--- src/design/spq_pkg.sv ---
// ----------------------------------------------------------------------------
// spq_pkg: shared types and constants of the sorted priority queue
// Command and status codes, field widths and the per-cell control bundle.
// ----------------------------------------------------------------------------
package spq_pkg;

  localparam int DEPTH_DEF = 16;
  localparam int TAG_W     = 16;
  localparam int PRI_W     = 8;
  localparam int OCC_W     = 5;

  // command codes on the request channel
  localparam logic CMD_INSERT = 1'b0;
  localparam logic CMD_REMOVE = 1'b1;

  // result status codes
  typedef enum logic [1:0] {
    ST_INSERTED = 2'd0,
    ST_SERVED   = 2'd1,
    ST_EMPTY    = 2'd2,
    ST_FULL     = 2'd3
  } status_t;

  // broadcast from the control logic to every cell
  typedef struct packed {
    logic             ins;   // insert this cycle (queue not full)
    logic             rem;   // remove this cycle (queue not empty)
    logic [TAG_W-1:0] tag;
    logic [PRI_W-1:0] pri;
  } cell_ctrl_t;

endpackage

--- src/design/spq_req_if.sv ---
// ----------------------------------------------------------------------------
// spq_req_if: request channel of the sorted priority queue
// Valid/ready handshake carrying one insert or remove command.
// ----------------------------------------------------------------------------
interface spq_req_if;
  logic                     valid;
  logic                     ready;
  logic                     cmd;
  logic [spq_pkg::TAG_W-1:0] tag;
  logic [spq_pkg::PRI_W-1:0] priority_req;

  modport source (output valid, cmd, tag, priority_req, input ready);
  modport sink   (input valid, cmd, tag, priority_req, output ready);
endinterface

--- src/design/spq_rsp_if.sv ---
// ----------------------------------------------------------------------------
// spq_rsp_if: response channel of the sorted priority queue
// Valid/ready handshake carrying status, served entry and occupancy.
// ----------------------------------------------------------------------------
interface spq_rsp_if;
  logic                      valid;
  logic                      ready;
  logic [1:0]                status;
  logic [spq_pkg::TAG_W-1:0] out_tag;
  logic [spq_pkg::PRI_W-1:0] out_priority;
  logic [spq_pkg::OCC_W-1:0] occupancy;

  modport source (output valid, status, out_tag, out_priority, occupancy, input ready);
  modport sink   (input valid, status, out_tag, out_priority, occupancy, output ready);
endinterface

--- src/design/sorted_priority_queue.sv ---
// A result is registered on its request transaction and is valid in the cycle after it.
// Throughput: one insert or remove per cycle; every slot compares its own
//   priority with the new one in parallel and shifts by one cell per command.
// The result register frees as it is taken, so a stalled response holds input.
// Reset: synchronous, clears the entry count and result valid; slot contents
//   are not cleared and are never read before written.
// ----------------------------------------------------------------------------
// sorted_priority_queue: bounded priority queue kept sorted in a cell chain
// Highest priority at cell 0, equal priorities first-in first-out. Inserts
// into a full queue are dropped, removes from an empty queue report empty.
// ----------------------------------------------------------------------------
module sorted_priority_queue #(
  parameter int DEPTH = spq_pkg::DEPTH_DEF
) (
  input logic       clk,
  input logic       rst,
  spq_req_if.sink   req,
  spq_rsp_if.source rsp
);

  localparam int CW = $clog2(DEPTH + 1);

  logic [CW-1:0]              count;
  logic [CW-1:0]              count_next;
  logic [spq_pkg::OCC_W-1:0]  occ_next;
  logic [spq_pkg::OCC_W-1:0]  occ_now;
  logic                       accept;
  logic                       full;
  logic                       empty;
  logic                       ins_ok;
  logic                       rem_ok;
  spq_pkg::cell_ctrl_t        ctrl;
  spq_pkg::status_t           status_next;
  logic                       rsp_valid;

  logic [DEPTH-1:0]           cell_ge;
  logic [spq_pkg::TAG_W-1:0]  cell_tag [DEPTH];
  logic [spq_pkg::PRI_W-1:0]  cell_pri [DEPTH];

  // handshake and command decode
  assign req.ready = !rsp_valid || rsp.ready;
  assign accept    = req.valid && req.ready;
  assign full      = (count == CW'(DEPTH));
  assign empty     = (count == '0);
  assign ins_ok    = accept && (req.cmd == spq_pkg::CMD_INSERT) && !full;
  assign rem_ok    = accept && (req.cmd == spq_pkg::CMD_REMOVE) && !empty;

  assign ctrl.ins = ins_ok;
  assign ctrl.rem = rem_ok;
  assign ctrl.tag = req.tag;
  assign ctrl.pri = req.priority_req;

  // entry count
  always_comb begin
    count_next = count;
    if (ins_ok) begin
      count_next = count + 1'b1;
    end else if (rem_ok) begin
      count_next = count - 1'b1;
    end
  end

  always_ff @(posedge clk) begin
    if (rst) begin
      count <= '0;
    end else begin
      count <= count_next;
    end
  end

  // occupancy is the count held in the fixed output width
  generate
    if (CW >= spq_pkg::OCC_W) begin : g_occ_trunc
      assign occ_next = count_next[spq_pkg::OCC_W-1:0];
      assign occ_now  = count[spq_pkg::OCC_W-1:0];
    end else begin : g_occ_ext
      assign occ_next = {{(spq_pkg::OCC_W - CW){1'b0}}, count_next};
      assign occ_now  = {{(spq_pkg::OCC_W - CW){1'b0}}, count};
    end
  endgenerate

  // chain of slots, head at cell 0
  generate
    for (genvar i = 0; i < DEPTH; i++) begin : g_cell
      logic                      l_ge;
      logic [spq_pkg::TAG_W-1:0] l_tag;
      logic [spq_pkg::PRI_W-1:0] l_pri;
      logic [spq_pkg::TAG_W-1:0] r_tag;
      logic [spq_pkg::PRI_W-1:0] r_pri;

      if (i == 0) begin : g_head
        assign l_ge  = 1'b1;
        assign l_tag = '0;
        assign l_pri = '0;
      end else begin : g_mid
        assign l_ge  = cell_ge[i-1];
        assign l_tag = cell_tag[i-1];
        assign l_pri = cell_pri[i-1];
      end

      if (i == DEPTH - 1) begin : g_tail
        assign r_tag = '0;
        assign r_pri = '0;
      end else begin : g_body
        assign r_tag = cell_tag[i+1];
        assign r_pri = cell_pri[i+1];
      end

      spq_cell #(
        .DEPTH (DEPTH),
        .IDX   (i)
      ) u_cell (
        .clk       (clk),
        .ctrl      (ctrl),
        .count     (count),
        .left_ge   (l_ge),
        .left_tag  (l_tag),
        .left_pri  (l_pri),
        .right_tag (r_tag),
        .right_pri (r_pri),
        .ge        (cell_ge[i]),
        .tag       (cell_tag[i]),
        .pri       (cell_pri[i])
      );
    end
  endgenerate

  // result status
  always_comb begin
    if (req.cmd == spq_pkg::CMD_INSERT) begin
      status_next = full ? spq_pkg::ST_FULL : spq_pkg::ST_INSERTED;
    end else begin
      status_next = empty ? spq_pkg::ST_EMPTY : spq_pkg::ST_SERVED;
    end
  end

  // result register
  always_ff @(posedge clk) begin
    if (rst) begin
      rsp_valid <= 1'b0;
    end else if (accept) begin
      rsp_valid <= 1'b1;
    end else if (rsp.ready) begin
      rsp_valid <= 1'b0;
    end
  end

  always_ff @(posedge clk) begin
    if (accept) begin
      rsp.status       <= status_next;
      rsp.out_tag      <= rem_ok ? cell_tag[0] : '0;
      rsp.out_priority <= rem_ok ? cell_pri[0] : '0;
      rsp.occupancy    <= occ_next;
    end
  end

  assign rsp.valid = rsp_valid;

  // checks
  a_count_bound: assert property (@(posedge clk) disable iff (rst)
    count <= CW'(DEPTH))
    else $error("entry count above depth");

  a_insert_grows: assert property (@(posedge clk) disable iff (rst)
    ins_ok |=> count == $past(count) + 1'b1)
    else $error("insert did not grow the count");

  a_occ_tracks: assert property (@(posedge clk) disable iff (rst)
    rsp_valid |-> rsp.occupancy == occ_now)
    else $error("pending occupancy differs from entry count");

  a_head_order: assert property (@(posedge clk) disable iff (rst)
    (rem_ok && count > CW'(1)) |=> cell_pri[0] <= rsp.out_priority)
    else $error("new head outranks the served entry");

endmodule

--- src/design/spq_cell.sv ---
// ----------------------------------------------------------------------------
// spq_cell: one slot of the sorted chain
// Holds one tag/priority pair. On insert it keeps, takes the new entry or
// takes its left neighbor; on remove it takes its right neighbor.
// ----------------------------------------------------------------------------
module spq_cell #(
  parameter int DEPTH = spq_pkg::DEPTH_DEF,
  parameter int IDX   = 0,
  localparam int CW   = $clog2(DEPTH + 1)
) (
  input  logic                      clk,
  input  spq_pkg::cell_ctrl_t       ctrl,
  input  logic [CW-1:0]             count,
  input  logic                      left_ge,
  input  logic [spq_pkg::TAG_W-1:0] left_tag,
  input  logic [spq_pkg::PRI_W-1:0] left_pri,
  input  logic [spq_pkg::TAG_W-1:0] right_tag,
  input  logic [spq_pkg::PRI_W-1:0] right_pri,
  output logic                      ge,
  output logic [spq_pkg::TAG_W-1:0] tag,
  output logic [spq_pkg::PRI_W-1:0] pri
);

  logic [spq_pkg::TAG_W-1:0] tag_next;
  logic [spq_pkg::PRI_W-1:0] pri_next;

  // occupied slot that stays ahead of the new entry
  assign ge = (count > CW'(IDX)) && (pri >= ctrl.pri);

  always_comb begin
    tag_next = tag;
    pri_next = pri;
    if (ctrl.ins && !ge) begin
      if (left_ge) begin
        tag_next = ctrl.tag;
        pri_next = ctrl.pri;
      end else begin
        tag_next = left_tag;
        pri_next = left_pri;
      end
    end else if (ctrl.rem) begin
      tag_next = right_tag;
      pri_next = right_pri;
    end
  end

  // payload only, no reset
  always_ff @(posedge clk) begin
    tag <= tag_next;
    pri <= pri_next;
  end

endmodule
--- src/flat_wrapper.sv ---
// flat-port wrapper written by rule: the top's interface ports become plain ports
module sorted_priority_queue_flat 
#(
  parameter int DEPTH = spq_pkg::DEPTH_DEF
)
  (clk, rst, req_valid, req_cmd, req_tag, req_priority_req, req_ready, rsp_valid, rsp_status, rsp_out_tag, rsp_out_priority, rsp_occupancy, rsp_ready);
  spq_req_if req_i ();
  spq_rsp_if rsp_i ();
  input logic clk;
  input logic rst;
  input wire logic [$bits(req_i.valid)-1:0] req_valid;
  input wire logic [$bits(req_i.cmd)-1:0] req_cmd;
  input wire logic [$bits(req_i.tag)-1:0] req_tag;
  input wire logic [$bits(req_i.priority_req)-1:0] req_priority_req;
  output wire logic [$bits(req_i.ready)-1:0] req_ready;
  output wire logic [$bits(rsp_i.valid)-1:0] rsp_valid;
  output wire logic [$bits(rsp_i.status)-1:0] rsp_status;
  output wire logic [$bits(rsp_i.out_tag)-1:0] rsp_out_tag;
  output wire logic [$bits(rsp_i.out_priority)-1:0] rsp_out_priority;
  output wire logic [$bits(rsp_i.occupancy)-1:0] rsp_occupancy;
  input wire logic [$bits(rsp_i.ready)-1:0] rsp_ready;
  assign req_i.valid = req_valid;
  assign req_i.cmd = req_cmd;
  assign req_i.tag = req_tag;
  assign req_i.priority_req = req_priority_req;
  assign req_ready = req_i.ready;
  assign rsp_valid = rsp_i.valid;
  assign rsp_status = rsp_i.status;
  assign rsp_out_tag = rsp_i.out_tag;
  assign rsp_out_priority = rsp_i.out_priority;
  assign rsp_occupancy = rsp_i.occupancy;
  assign rsp_i.ready = rsp_ready;
  sorted_priority_queue #(.DEPTH(DEPTH)) u_core (.clk(clk), .rst(rst), .req(req_i), .rsp(rsp_i));
endmodule
--- config.mk ---
export PLATFORM = sky130hd
export DESIGN_NAME = sorted_priority_queue_flat
export DESIGN_NICKNAME = d
export VERILOG_FILES = /design/src/design/spq_pkg.sv /design/src/design/spq_req_if.sv /design/src/design/spq_rsp_if.sv /design/src/design/sorted_priority_queue.sv /design/src/design/spq_cell.sv /design/src/flat_wrapper.sv
export SDC_FILE = /design/constraint.sdc
export NUM_CORES = 1
export LEC_CHECK = 0
export BUFFER_PORTS_ARGS = -buffer_cell sky130_fd_sc_hd__buf_2
export CAP_MARGIN = 20
export CELL_PAD_IN_SITES_DETAIL_PLACEMENT = 0
export CELL_PAD_IN_SITES_GLOBAL_PLACEMENT = 2
export CORE_MARGIN = 2
export CORE_UTILIZATION = 51
export CTS_CLUSTER_DIAMETER = 150
export DETAILED_ROUTE_END_ITERATION = 16
export PLACE_DENSITY = 0.95
export SYNTH_ARGS = -nofsm -noshare
export SYNTH_HDL_FRONTEND = slang
export SYNTH_HIERARCHICAL = 1
export SYNTH_SLANG_ARGS = --single-unit
--- constraint.sdc ---
create_clock -name clk -period 14.4 [get_ports clk]
set_input_delay 3.6 -clock clk [delete_from_list [all_inputs] [get_ports clk]]
set_output_delay 3.6 -clock clk [all_outputs]
set_load 0.02 [all_outputs]
==> results.md <==
- TNS Setup: 0 ns
- Grt total ovfl: 0
- Slew Viols, Final: 0
- R2R Setup Slk: 10.37 ns
- Final hold violations: 0
- R2R Path Start: u_core/count[1]
- Clock buffer count from CTS: 48
- Fin crit share: 0.543
- Slew @ Worst Pin: 1.04 ns
- Fill count: 4292
- Worst Min Path Start: u_core/g_cell[15].u_cell/tag[12]
- I/O Buffers: 61
- Critical path class: in2out
- Reg clk slew, reported paths: 0.06 ns
- First-pass GRT wire length: 83.9 mm
- Max incr delay on CP: 0.28 ns
- Critical R2R Capture: u_core/g_cell[9].u_cell/pri[3]
- Via count: 14.8k
- Setup Skew: 0.0245 ns
- R2R cell count: 9
- Worst Hold Slack: 0.551 ns
- Critical-path cell list: buf_2 > nand2b_1 > buf_2
- Crit Path Max Fanout: 8
- First-pass iteration count of the detailed router: 5
- Initial core utilization: 0.514
- Placer Congestion: 0.772
- Gr usage total: 0.184
- VDD IR max: 0.0935 mV
- Full die area: 55900 um2
- Die width: 236 um
- Longest Clk Path Bufs: 3
- Arr. time, crit path: 4.22 ns
- H-tree lvl count: 2
- Critical Path Start Type: input pin
- Remaining antenna violation count: 0
- Hold-critical path endpoint: u_core/g_cell[14].u_cell/tag[12]
- Min-Delay Path Class: reg2reg
- Mapped Cells: 1877
- Achievable Freq: 128 MHz
- Layout Cells excl Fill: 2724
- Pre-CTS worst setup slack: 6.58 ns
- Crit-path most repeated cell: buf_2
- P per Cell Area: 136 nW/um2
- Crit-path slowest cell: nand2b_1
- Max cap viols: 0
- Initial drt markers: 745
- Final HPWL DP: 38.6 mm
- Initial antenna violation count: 1
- Critical Path End Type: output port
- Largest net degree at the start of global routing: 41
- Hold-critical path depth: 1
- Final period demand of the worst path: 7.82 ns
- RSZ-0062 raised after global routing: false
- Relative max-transition margin: 0.309
- Worst setup margin: 6.58 ns
- Placed cells: 2626
- Nets: 2148
- CTS tree: built
- Critical Path RT: 10.80 ns
- Avg Cell Area, Syn: 14.7 um2
- Core area: 53600 um2
- Syn-to-layout area delta: 9.21%
- Hold_buf cts: 0
- PostCTS Resize Cnt: 0
- Root Driver: clkbuf_16
- Layout cells sized above 1: 0.484
- Die Y: 236 um
- Cell area after layout: 30100 um2
- Yosys warnings: 6
- Leakage: 12.1 nW
- Post-Place Cell Area: 28400 um2
- Vias per inst: 5.44
- Clk sink count: 421
- Residual DRC count: 0
- Routed wire length per instance: 19.0 um
- Synth Cell Area: 27600 um2
- Vias in the first global route: 15.8k
- I/O pins: 62
- Cell Rows: 85
- DRT Wirelength: 51.8 mm
- Post-CTS setup buffer count: 0
- Status: finished clean
- Skew-Pair Late Insertion Delay: 0.60 ns
- Setup-failing EPs final: 0
[where the power goes]
| part | internal, W | switching (W) | total [W] | leakage [nW] |
|---|---|---|---|---|
| registers | 0.00167 | 0.000139 | 0.00181 | 4.02 |
| clock network | 0.000695 | 0.000499 | 0.00119 | 0.747 |
| logic | 0.000626 | 0.000465 | 0.00109 | 7.38 |
[per-layer routing]
layer  share of wire  GRT usage  wire (um)
met2            0.48      0.317      25100
met3           0.029     0.0256       1510
met1            0.47      0.244      24100
met4           0.020     0.0479       1020
met5               0          0          0
[final cells by class]
class	count	area (um2)	share of cell area
multi-input cells	1269	13900	0.460
well taps	696	871	0.0289
flip-flops and latches	421	12600	0.418
inverters	146	548	0.0182
repair buffers	103	704	0.0234
clock inverters	23	216	0.00719
diodes	1	2.50	0.0000831
clock buffers	65	1320	0.0437
[how the worst max path moves through the flow]
stage | start | endpoint | slack, ns | cells after the start
2_1_floorplan | rsp_ready | u_core/g_cell[9].u_cell/pri[0] | 5.75 | 9
3_3_place_gp | rsp_ready | req_ready | 6.61 | 3
3_5_place_dp | rsp_ready | req_ready | 6.58 | 3
4_1_cts | rsp_ready | req_ready | 6.58 | 3
5_1_grt | rsp_ready | req_ready | 6.52 | 3
6_report | rsp_ready | req_ready | 6.58 | 3
[through the flow]
step / utilization / power (W)
2_1_floorplan: - / 0.00270
3_3_place_gp: 0.530 / 0.00286
3_5_place_dp: 0.530 / 0.00292
4_1_cts: 0.559 / 0.00412
5_1_grt: 0.561 / 0.00430
6_report: 0.561 / 0.00410
[state kept, by name (all words and copies together) (netlist names)]
signal,flops
u_core/rsp.occupancy,5
u_core/rsp.out_tag,16
u_core/g_cell.u_cell/tag,256
u_core/rsp.valid,1
u_core/count,5
u_core/rsp.status,2
u_core/rsp.out_priority,8
u_core/g_cell.u_cell/pri,128
[cell usage in the layout (no fill, tap or decap), drive strengths merged, types with 5 or more instances in the layout]
master and n:
conb 49, mux2 755, nand3 9, nand2b 18
and2 34, clkbuf 65, ha 130, nor2b 6
nand2 10, a31oi 16, o21a 5, o21ai 24
a211oi 23, buf 103, edfxtp 415, nor2 50
dfxtp 6, a21oi 40, o211ai 10, nand4 16
nor3 7, inv 147, a211o 15, or2 6
clkinv 19
[critical path, delay by kind of cell]
| kind | cells | cell delay [ns] |
|---|---|---|
| buffers and inverters | 2 | 0.33 |
| AND/OR/NAND/NOR | 1 | 0.28 |
No activity file was read; power rests on OpenSTA's default activity.
